===== config.mk =====
export PLATFORM = sky130hd
export DESIGN_NAME = bpcfm_ctrl
export DESIGN_NICKNAME = d
export VERILOG_FILES = /design/src/hdl/bpcfm_pkg.sv /design/src/hdl/bpcfm_ctrl.sv
export SDC_FILE = /design/constraint.sdc
export NUM_CORES = 1
export LEC_CHECK = 0
export BUFFER_PORTS_ARGS = -buffer_cell sky130_fd_sc_hd__buf_4
export CAP_MARGIN = 20
export CORE_UTILIZATION = 42
export CTS_CLUSTER_DIAMETER = 50
export CTS_CLUSTER_SIZE = 30
export DETAILED_ROUTE_END_ITERATION = 10
export PLACE_DENSITY = 0.71
export SYNTH_ARGS = -nofsm -noshare
export SYNTH_HDL_FRONTEND = slang
export SYNTH_SLANG_ARGS = --single-unit

===== constraint.sdc =====
create_clock -name clk -period 3.8 [get_ports clk]
set_input_delay 0.95 -clock clk [delete_from_list [all_inputs] [get_ports clk]]
set_output_delay 0.95 -clock clk [all_outputs]
set_load 0.02 [all_outputs]

===== src/hdl/bpcfm_pkg.sv =====
`timescale 1ns / 1ps
// ----------------------------------------------------------------------------
// bpcfm_pkg
// shared constants, status codes and controller/datapath interface types
// ----------------------------------------------------------------------------
package bpcfm_pkg;

  localparam int FRAMES_DEF       = 64;
  localparam int PIN_BITS_DEF     = 8;
  localparam int PAGE_ID_BITS_DEF = 48;

  localparam int PAGE_W    = 48;
  localparam int FRAME_W   = 6;
  localparam int CFG_W     = 7;
  localparam int STATUS_W  = 3;
  localparam int CNT_W     = 32;

  localparam logic [STATUS_W-1:0] ST_HIT      = 3'd0;
  localparam logic [STATUS_W-1:0] ST_FREE     = 3'd1;
  localparam logic [STATUS_W-1:0] ST_EVICT    = 3'd2;
  localparam logic [STATUS_W-1:0] ST_NONE     = 3'd3;
  localparam logic [STATUS_W-1:0] ST_UNPINNED = 3'd4;
  localparam logic [STATUS_W-1:0] ST_IGNORED  = 3'd5;

  // commands from controller to datapath
  typedef struct packed {
    logic load_req;    // capture input beat
    logic scan_start;  // reset scan pointer
    logic scan_step;   // read one frame, advance pointer
    logic unpin_rd;    // read pin and mark of the unpin frame
    logic sweep_init;  // wrap hand, record start
    logic sweep_rd;    // read frame at hand
    logic sweep_step;  // mark frame at hand if unpinned, advance hand
    logic do_unpin;    // finish unpin
    logic do_hit;      // finish hit
    logic do_free;     // finish free-frame fill
    logic do_evict;    // finish eviction
    logic do_none;     // finish with no frame
  } bpcfm_cmd_t;

  // status from datapath to controller
  typedef struct packed {
    logic is_unpin;
    logic scan_hit;    // frame read by the scan matches
    logic scan_done;   // pointer reached filled count
    logic free_avail;  // filled below usable count
    logic sweep_found; // unpinned marked frame read at hand
    logic sweep_end;   // two turns done and back at start
    logic out_busy;    // output register holds an untaken beat
  } bpcfm_sts_t;

endpackage


===== src/hdl/bpcfm_ctrl.sv =====
`timescale 1ns / 1ps
// ----------------------------------------------------------------------------
// bpcfm_ctrl
// request sequencer: lookup scan, unpin, free fill, clock sweep, result hand-off
// ----------------------------------------------------------------------------
module bpcfm_ctrl (
  input  logic                  clk,
  input  logic                  rst_n,
  input  logic                  in_valid,
  output logic                  in_stall,
  input  bpcfm_pkg::bpcfm_sts_t sts,
  output bpcfm_pkg::bpcfm_cmd_t cmd
);
  import bpcfm_pkg::*;

  typedef enum logic [5:0] {
    S_IDLE  = 6'b000001,
    S_SCAN  = 6'b000010,
    S_MISS  = 6'b000100,
    S_SWEEP = 6'b001000,
    S_SWRD  = 6'b010000,
    S_UNPIN = 6'b100000
  } state_t;

  state_t state_r, state_nxt;

  // a finish needs a free output register
  logic can_fin;
  assign can_fin = !sts.out_busy;

  always_comb begin
    cmd       = '0;
    state_nxt = state_r;
    in_stall  = 1'b1;
    unique case (state_r)
      S_IDLE: begin
        in_stall = 1'b0;
        if (in_valid) begin
          cmd.load_req   = 1'b1;
          cmd.scan_start = 1'b1;
          state_nxt      = S_SCAN;
        end
      end
      S_SCAN: begin
        if (sts.is_unpin) begin
          cmd.unpin_rd = 1'b1;
          state_nxt    = S_UNPIN;
        end else if (sts.scan_hit) begin
          if (can_fin) begin
            cmd.do_hit = 1'b1;
            state_nxt  = S_IDLE;
          end
        end else if (sts.scan_done) state_nxt = S_MISS;
        else cmd.scan_step = 1'b1;
      end
      S_UNPIN: begin
        if (can_fin) begin
          cmd.do_unpin = 1'b1;
          state_nxt    = S_IDLE;
        end
      end
      S_MISS: begin
        if (sts.free_avail) begin
          if (can_fin) begin
            cmd.do_free = 1'b1;
            state_nxt   = S_IDLE;
          end
        end else begin
          cmd.sweep_init = 1'b1;
          state_nxt      = S_SWRD;
        end
      end
      S_SWRD: begin
        // stop after two turns, else read the frame at the hand
        if (sts.sweep_end) begin
          if (can_fin) begin
            cmd.do_none = 1'b1;
            state_nxt   = S_IDLE;
          end
        end else begin
          cmd.sweep_rd = 1'b1;
          state_nxt    = S_SWEEP;
        end
      end
      S_SWEEP: begin
        if (sts.sweep_found) begin
          if (can_fin) begin
            cmd.do_evict = 1'b1;
            state_nxt    = S_IDLE;
          end
        end else begin
          cmd.sweep_step = 1'b1;
          state_nxt      = S_SWRD;
        end
      end
      default: state_nxt = S_IDLE;
    endcase
  end

  always_ff @(posedge clk) begin
    if (!rst_n) state_r <= S_IDLE;
    else state_r <= state_nxt;
  end

endmodule

Word level (Yosys, flattened, before mapping):

Index checks and enable logic that the tools add are counted.

* shift operators: 0
* multiplexer cells: 34
* bitwise operators: 0
* divide/modulo/power cells: 0
* add/sub/neg operators: 0
* order comparisons: 0
* multipliers: 0
* reductions and logical operators: 1
* equality and inequality tests: 8

Operators with widths (count)
* $mux W6: 8
* $pmux W6 S6: 1
* $mux W1: 22
* $eq A6 B1 Y1 const B: 1
* $eq A6 B2 Y1 const B: 1
* $eq A6 B3 Y1 const B: 1
* $eq A6 B4 Y1 const B: 1
* $eq A6 B5 Y1 const B: 1
* $eq A6 B6 Y1 const B: 1
* $mux W2: 3
* $ne A4 B4 Y1 const B: 1
* $ne A2 B2 Y1 const B: 1
* $reduce_and A2 Y1: 1

* bits in writable memories: 0
* memory bits (read-only): 0
* bits in registers: 6
* word-level logic and storage cells: 44
* latch bits: 0
* output and inout port bits: 13
* memories kept: 0

Depth between registers and ports, before layout:

Gate-level depths: netlist of the first run.

* depth after elaboration: 4
* gate-level depth with buffers: 6
* depth with buffers taken out: 5

Worst setup path after synthesis of the first run:

OpenSTA, ideal clock, no wires.

* kind: flip-flop to output port
* start point: register state_r[3]
* end point: output port cmd[11] (netlist name)
* path buffers: 2
* path slack: 1.267 ns
* required time: 2.850 ns
* data arrival time: 1.583 ns
* cell stages (with the launch flop): 7
* cells stage by stage: dfxtp_1 -> buf_4 -> nor4_2 -> and3b_2 -> inv_1 -> nor2_1 -> buf_4

RTL lines
* start, declared: line bpcfm_ctrl.sv:25 `state_t state_r, state_nxt;`
* start signal, assigned: line bpcfm_ctrl.sv:102 `else state_r <= state_nxt;`
* end, declared: line bpcfm_ctrl.sv:12 `output bpcfm_pkg::bpcfm_cmd_t cmd`

==> metrics.cfg, run 1 <==
[logic_synthesis]
async_flop_share_pct = 0
ys_seq_area_share_pct = 21.1
synth.top_cells.by_count = nor2_1 (9), dfxtp_1 (6), nand2_1 (5), and3b_2 (4)
synth_warnings = 0
yosysTopAreaCellShare_pct = 21.1
synthFlopType = dfxtp_1
yosysMostFrequentCell = nor2_1
synth_area_sq_um = 569
synth.ff_latch_count = 6
syn_avg_cell_area_sq_um = 8.50
synthTopCellsByArea = dfxtp_1 (21%), nor4_4 (7.5%), and3b_2 (7.0%)
synth_enable_flop_cells = 0
syn-num-nets = 77
syn_inst = 67
yosys.area.top_type = dfxtp_1
synth_cell_types = 32

[sta]
min_period_ns = 2.62
finClkSkew_ns = 0.00446
fmax_ghz = 0.382
fin_setup_tns_ns = 0
relSlewSlack_pct = 73.2
setup_violations = 0
hold_slack_ns = 0.624
timing.final.crit_share_pct = 68.9
worstMarginPinSlew_ns = 0.400
setup_slack_ns = 1.18
rsz0062_at_grt = no
hold_viol_final = 0
drv_slew = 0

[power_and_ir_drop]
power.leakage_nw = 0.368
powerDensity_nw_per_um2 = 228
ir_drop_v = 0.000230
p_total_mw = 0.171

[drt]
drtIter0Drc = 15
dr.pass1.iters = 4
drc_errors = 0
wl_per_cell_um = 12.7
avgViaCountPerCell = 5.79
postRouteAntennaNets = 0
num_vias = 596
drt_wl_total_um = 1310

[floorplan]
rows = 12
start_util_pct = 48.0
dieArea_sq_um = 1510
die_w_um = 38.8
die_y_um = 38.8
core_sq_um = 1190
ioPinCount = 23

[worst_setup_path]
rr_worst_depth = 4
cp-end-kind = output pin
timing.rr.end = state_r[1]
critPathArrivalTime_ns = 1.67
crit_path_top_delay_cell = dfxtp_1
r2r_setup_slack_ns = 2.18
crit_chain = nor4_2 -> and3b_2 -> inv_1 -> nor2_1 -> buf_4
max_stage_delay_ns = 0.39
crit_type = reg -> out
crit_required_ns = 2.85
timing.rr.start = state_r[3]
critPathLaunchType = flop
crit_fanout = 7

[grt]
grt_use_total_pct = 20.5
antenna_found_initial = 0
grt_overflow = 0
grt_start_max_net_pins = 12
grt_pass1_wl_um = 2110
grt_pass1_vias = 495

[finish]
largest_reg_flops = 6
largest_register = state_r
drive_gt1_share_pct = 43.8
nets = 101
design_area_sq_um = 751
fillCellCount = 115
instances_no_fill = 103
diodes = 0
reg_top3 = state_r x6
area_growth_pct = 31.9
postLayoutCoreUtil_pct = 63.3

[clock_network]
clock_path_buffers = 2
cts.hold.buffers_added = 0
root_buffer = clkbuf_4
htree_levels = 1
worst_skew_pair.late_latency_ns = 0.24
path_clk_slew_ns = 0.04
cts_tree = yes
post_cts_buffers = 0
cts_sinks = 6
ctsResizeCount = 0
numCtsBuffers = 3

[placed_design]
place_inst = 100
place_area_sq_um = 728
numPortBuffers = 22
dp_slack_ns = 1.27
dp_hpwl_um = 1080
routabilityCongestion = 0.734

[status]
status = completed

[min_path]
whs_endpoint = state_r[2]
min_path_cells = 2
hold_class = reg -> reg
holdCritStartpoint = state_r[2]

[run]
maxCapViolations = 0

## worst max-delay path, delay by kind of cell (launching register included)
kind,cells,cell delay [ns]
simple gates,3,0.79
flops,1,0.39
buf+inv,2,0.23
## cell type report
class	count	area (sq um)	share of cell area, %
clock buffer	3	22.5	3.00
timing repair buffer	22	165	22.0
multi-input combinational	55	414	55.2
inverter	3	11.3	1.50
sequential	6	120	16.0
tap	14	17.5	2.33
## how the worst max path moves through the flow
| stage | slack, ns | endpoint | depth (start not counted) | startpoint |
|---|---|---|---|---|
| 3_3_place_gp | 1.27 | cmd[9] | 5 | sts[6] |
| 3_5_place_dp | 1.27 | cmd[9] | 5 | sts[6] |
| 5_1_grt | 1.06 | cmd[7] | 5 | state_r[0] |
| 4_1_cts | 1.17 | cmd[11] | 5 | state_r[1] |
| 6_report | 1.18 | cmd[11] | 5 | state_r[1] |
| 2_1_floorplan | 1.27 | cmd[11] | 6 | state_r[3] |
## placed cells by master (no fill, tap or decap), types with 3 or more instances in the layout
| cell | instances |
|---|---|
| nand2_1 | 5 |
| clkbuf_4 | 3 |
| nor2_1 | 9 |
| buf_4 | 22 |
| o21a_1 | 3 |
| inv_1 | 3 |
| dfxtp_1 | 6 |
| nand3_1 | 3 |
| and3b_2 | 4 |
## power by group
part / leakage (nW) / switching (mW) / internal (mW)
clock network: 0.0138 / 0.0210 / 0.0356
logic: 0.306 / 0.0217 / 0.0227
registers: 0.0487 / 0.00489 / 0.0652
total: 0.368 / 0.0476 / 0.123
## logic make-up after synthesis
family | count (synthesis) | share of synthesized area, %
xor+xnor | 1 | 1.54
simple gates | 38 | 47.3
compound gates | 16 | 24.0
buf+inv | 6 | 6.15
flops | 6 | 21.1
## per-layer routing
metal / track usage (%) / up-vias / share of wire [%]
met5: 0 / - / 0
met4: 10.3 / 0 / 0.92
met3: 3.47 / 2 / 6.8
met2: 28.3 / 26 / 45
met1: 29.9 / 269 / 47
li1: - / 299 / -
(Power assumes the default switching activity.)
==> run 2: changes to the inputs <==
==> constraint.sdc (replaced) <==
create_clock -name clk -period 2.7 [get_ports clk]
set_input_delay 0.675 -clock clk [delete_from_list [all_inputs] [get_ports clk]]
set_output_delay 0.675 -clock clk [all_outputs]
set_load 0.02 [all_outputs]
==> metrics.cfg, run 2 (synthesis results as in run 1) <==
[sta]
setup_violations = 0
rsz0062_at_grt = no
min_period_ns = 2.34
worstMarginPinSlew_ns = 0.407
relSlewSlack_pct = 72.7
finClkSkew_ns = 0.000403
fin_setup_tns_ns = 0
hold_viol_final = 0
timing.final.crit_share_pct = 86.8
fmax_ghz = 0.427
drv_slew = 0

[finish]
area_growth_pct = 31.9
reg_top3 = state_r x6
layout_commonest_cell = buf_4
largest_reg_flops = 6
final_cell_mix = buf_4 (22), nor2_1 (9), dfxtp_1 (6)
instances_no_fill = 103
largest_register = state_r
postLayoutCoreUtil_pct = 63.3
design_area_sq_um = 751
nets = 101
drive_gt1_share_pct = 43.8
diodes = 0

[floorplan]
start_util_pct = 48.0
die_w_um = 38.8
ioPinCount = 23
core_sq_um = 1190
dieArea_sq_um = 1510
rows = 12
die_y_um = 38.8

[drt]
avgViaCountPerCell = 5.93
postRouteAntennaNets = 0
drt_wl_total_um = 1520
drtIter0Drc = 7
dr.pass1.iters = 4
num_vias = 611
wl_per_cell_um = 14.8
drc_errors = 0

[worst_setup_path]
r2r_setup_slack_ns = 1.02
timing.rr.end = state_r[1]
timing.rr.start = state_r[3]
critPathLaunchType = flop
rr_worst_depth = 4
crit_fanout = 7
critPathArrivalTime_ns = 1.67
crit_type = reg -> out
crit_required_ns = 2.03
cp-end-kind = output pin

[status]
status = completed

[clock_network]
numCtsBuffers = 3
clock_path_buffers = 2
path_clk_slew_ns = 0.05
cts.hold.buffers_added = 0
htree_levels = 1
post_cts_buffers = 0
worst_skew_pair.late_latency_ns = 0.24
cts_sinks = 6
ctsResizeCount = 0
cts_tree = yes
root_buffer = clkbuf_4

[grt]
grt_pass1_vias = 552
grt_overflow = 0
grt_pass1_wl_um = 2440
antenna_found_initial = 0
grt_use_total_pct = 23.7
grt_start_max_net_pins = 12

[run]
maxCapViolations = 0

[power_and_ir_drop]
power.leakage_nw = 0.368
powerDensity_nw_per_um2 = 327
power_frac_seq_pct = 40.1
netSwitchingPower_mw = 0.0714
ir_drop_v = 0.000291
p_clk_share_pct = 34.0
switching_share_pct = 29.1
p_int_mw = 0.174
comb_power_share_pct = 25.9

[placed_design]
place_inst = 100
dp_hpwl_um = 1180
routabilityCongestion = 0.763
numPortBuffers = 22
place_area_sq_um = 728

[min_path]
hold_class = in -> reg
holdCritStartpoint = rst_n
whs_endpoint = state_r[0]
min_path_cells = 2

[run 2: cell counts in the layout (fill, tap and decap cells not counted)]
Identical to the previous run, type by type.
[run 2: critical path, stage by stage (launching register included)]
cell	delay [ns]
dfxtp_1	0.39
nor4_2	0.38
and3b_2	0.28
inv_1	0.08
nor2_1	0.13
buf_4	0.16
[run 2: worst max-delay path by stage]
stage / startpoint / cells after the start / slack (ns) / to
5_1_grt: state_r[0] / 5 / 0.22 / cmd[7]
3_3_place_gp: state_r[1] / 5 / 0.67 / cmd[10]
6_report: state_r[1] / 5 / 0.36 / cmd[11]
2_1_floorplan: state_r[3] / 6 / 0.44 / cmd[11]
3_5_place_dp: state_r[0] / 4 / 0.64 / cmd[6]
4_1_cts: state_r[0] / 5 / 0.36 / cmd[7]
[run 2: layout make-up]
class                   instances  area, sq um
fillers                       108          435
multi-input cells              55          414
repair buffers                 22          165
flip-flops and latches          6          120
clock buffers                   3         22.5
well taps                      14         17.5
inverters                       3         11.3
[run 2: layer usage]
layer,track usage (%),up-vias,wire length (um)
met4,7.76,0,4
met1,29.6,281,669
met2,39.6,26,761
li1,-,302,-
met3,5.20,2,86
met5,0,-,0
[run 2: per-stage QoR]
stage,power (mW),setup slack [ns],hold slack (ns)
after floorplan,0.138,0.442,0.566
after global placement,0.162,0.670,0.626
after detailed placement,0.163,0.637,0.634
after CTS,0.250,0.363,0.644
after global routing,0.259,0.221,0.645
final,0.245,0.357,0.654
[run 2: power groups by stage]
stage / Sequential (mW) / Clock, mW / Combinational, mW
3_5_place_dp: 0.0999 / 0 / 0.0632
5_1_grt: 0.0986 / 0.0917 / 0.0689
6_report: 0.0984 / 0.0833 / 0.0637
3_3_place_gp: 0.0997 / 0 / 0.0620
2_1_floorplan: 0.0985 / 0 / 0.0395
4_1_cts: 0.0982 / 0.0882 / 0.0633
==> run 3: changes to the inputs <==
--- a/config.mk
+++ b/config.mk
@@ -5,7 +5,7 @@
 export SDC_FILE = /design/constraint.sdc
 export NUM_CORES = 1
 export LEC_CHECK = 0
-export BUFFER_PORTS_ARGS = -buffer_cell sky130_fd_sc_hd__buf_4
+export BUFFER_PORTS_ARGS = -buffer_cell sky130_fd_sc_hd__buf_2
 export CAP_MARGIN = 20
 export CORE_UTILIZATION = 42
 export CTS_CLUSTER_DIAMETER = 50
==> metrics.cfg, run 3 (synthesis results as in run 1) <==
[sta]
timing.final.crit_share_pct = 87.1
fin_setup_tns_ns = 0
relSlewSlack_pct = 72.1
fmax_ghz = 0.425
setup_violations = 0
rsz0062_at_grt = no
worstMarginPinSlew_ns = 0.415
min_period_ns = 2.35
hold_viol_final = 0
finClkSkew_ns = 0.000741
drv_slew = 0

[drt]
drt_wl_total_um = 1340
drc_errors = 0
drtIter0Drc = 8
dr.pass1.iters = 4
avgViaCountPerCell = 5.67
postRouteAntennaNets = 0
num_vias = 584
wl_per_cell_um = 13.0

[clock_network]
worst_skew_pair.late_latency_ns = 0.24
path_clk_slew_ns = 0.04
numCtsBuffers = 3
htree_levels = 1
post_cts_buffers = 0
cts_sinks = 6
cts.hold.buffers_added = 0
root_buffer = clkbuf_4
cts_tree = yes
clock_path_buffers = 2
ctsResizeCount = 0

[floorplan]
ioPinCount = 23
dieArea_sq_um = 1510
die_y_um = 38.8
start_util_pct = 48.0
core_sq_um = 1190
rows = 12
die_w_um = 38.8

[worst_setup_path]
critPathArrivalTime_ns = 1.68
crit_type = reg -> out
crit_required_ns = 2.03
crit_fanout = 7
critPathLaunchType = flop
r2r_setup_slack_ns = 1.08
cp-end-kind = output pin

[grt]
grt_use_total_pct = 20.2
grt_overflow = 0
grt_start_max_net_pins = 12
grt_pass1_wl_um = 2060
antenna_found_initial = 0
grt_pass1_vias = 460

[placed_design]
dp_hpwl_um = 1100
routabilityCongestion = 0.781
place_area_sq_um = 673
numPortBuffers = 22

[finish]
final_cell_mix = buf_2 (22), nor2_1 (9), dfxtp_1 (6)
diodes = 0
largest_reg_flops = 6
nets = 101
design_area_sq_um = 696
fillCellCount = 108
layout_commonest_cell = buf_2
multi_input_comb_area_sq_um = 414
area_growth_pct = 22.2
reg_top3 = state_r x6
largest_register = state_r
drive_gt1_share_pct = 43.8
regArea_sq_um = 120

[power_and_ir_drop]
ir_drop_v = 0.000213
powerDensity_nw_per_um2 = 341
p_total_mw = 0.237
power.leakage_nw = 0.360

[min_path]
hold_class = reg -> reg

[status]
status = completed

[run]
maxCapViolations = 0

run 3: metrics by stage:
stage          setup slack (ns)  std cells  utilization [%]  hold WS, ns
3_3_place_gp              0.639        100             56.8        0.640
5_1_grt                   0.243        103             58.6        0.667
4_1_cts                   0.346        103             58.6        0.646
2_1_floorplan             0.442         67                -        0.566
6_report                  0.347        103             58.6        0.654
3_5_place_dp              0.614        100             56.8        0.640
run 3: final timing paths:
path | from | end | cells past startpoint
min reg2reg | state_r[2] | state_r[2] | 2
max | state_r[0] | cmd[7] | 5
min | state_r[2] | state_r[2] | 2
max reg2reg | state_r[3] | state_r[1] | 4
run 3: final cells by class:
type | count | share of cell area (%)
timing repair buffer | 22 | 15.8
tap | 14 | 2.52
clock buffer | 3 | 3.24
inverter | 3 | 1.62
sequential | 6 | 17.3
multi-input combinational | 55 | 59.5
run 3: metal layers:
| layer | part of all wire (%) | GRT usage (%) | routed length [um] | vias up |
|---|---|---|---|---|
| met2 | 47 | 33.3 | 626 | 20 |
| met1 | 48 | 26.8 | 651 | 263 |
| li1 | - | - | - | 299 |
| met4 | 1.0 | 7.76 | 14 | 0 |
| met5 | 0 | 0 | 0 | - |
| met3 | 3.7 | 1.73 | 50 | 2 |
run 3: critical path, cell delays in order, from the launching register on:
cell	delay, ns
dfxtp_1	0.39
nor4_4	0.48
nand2_1	0.08
or2_2	0.29
inv_1	0.05
buf_2	0.15
run 3: report_power, final:
part           total [mW]  leakage, nW  switching [mW]  internal, mW
Clock              0.0830       0.0138          0.0327        0.0503
Combinational      0.0562        0.298          0.0311        0.0251
Sequential         0.0982       0.0487         0.00654        0.0916
Total               0.237        0.360          0.0704         0.167
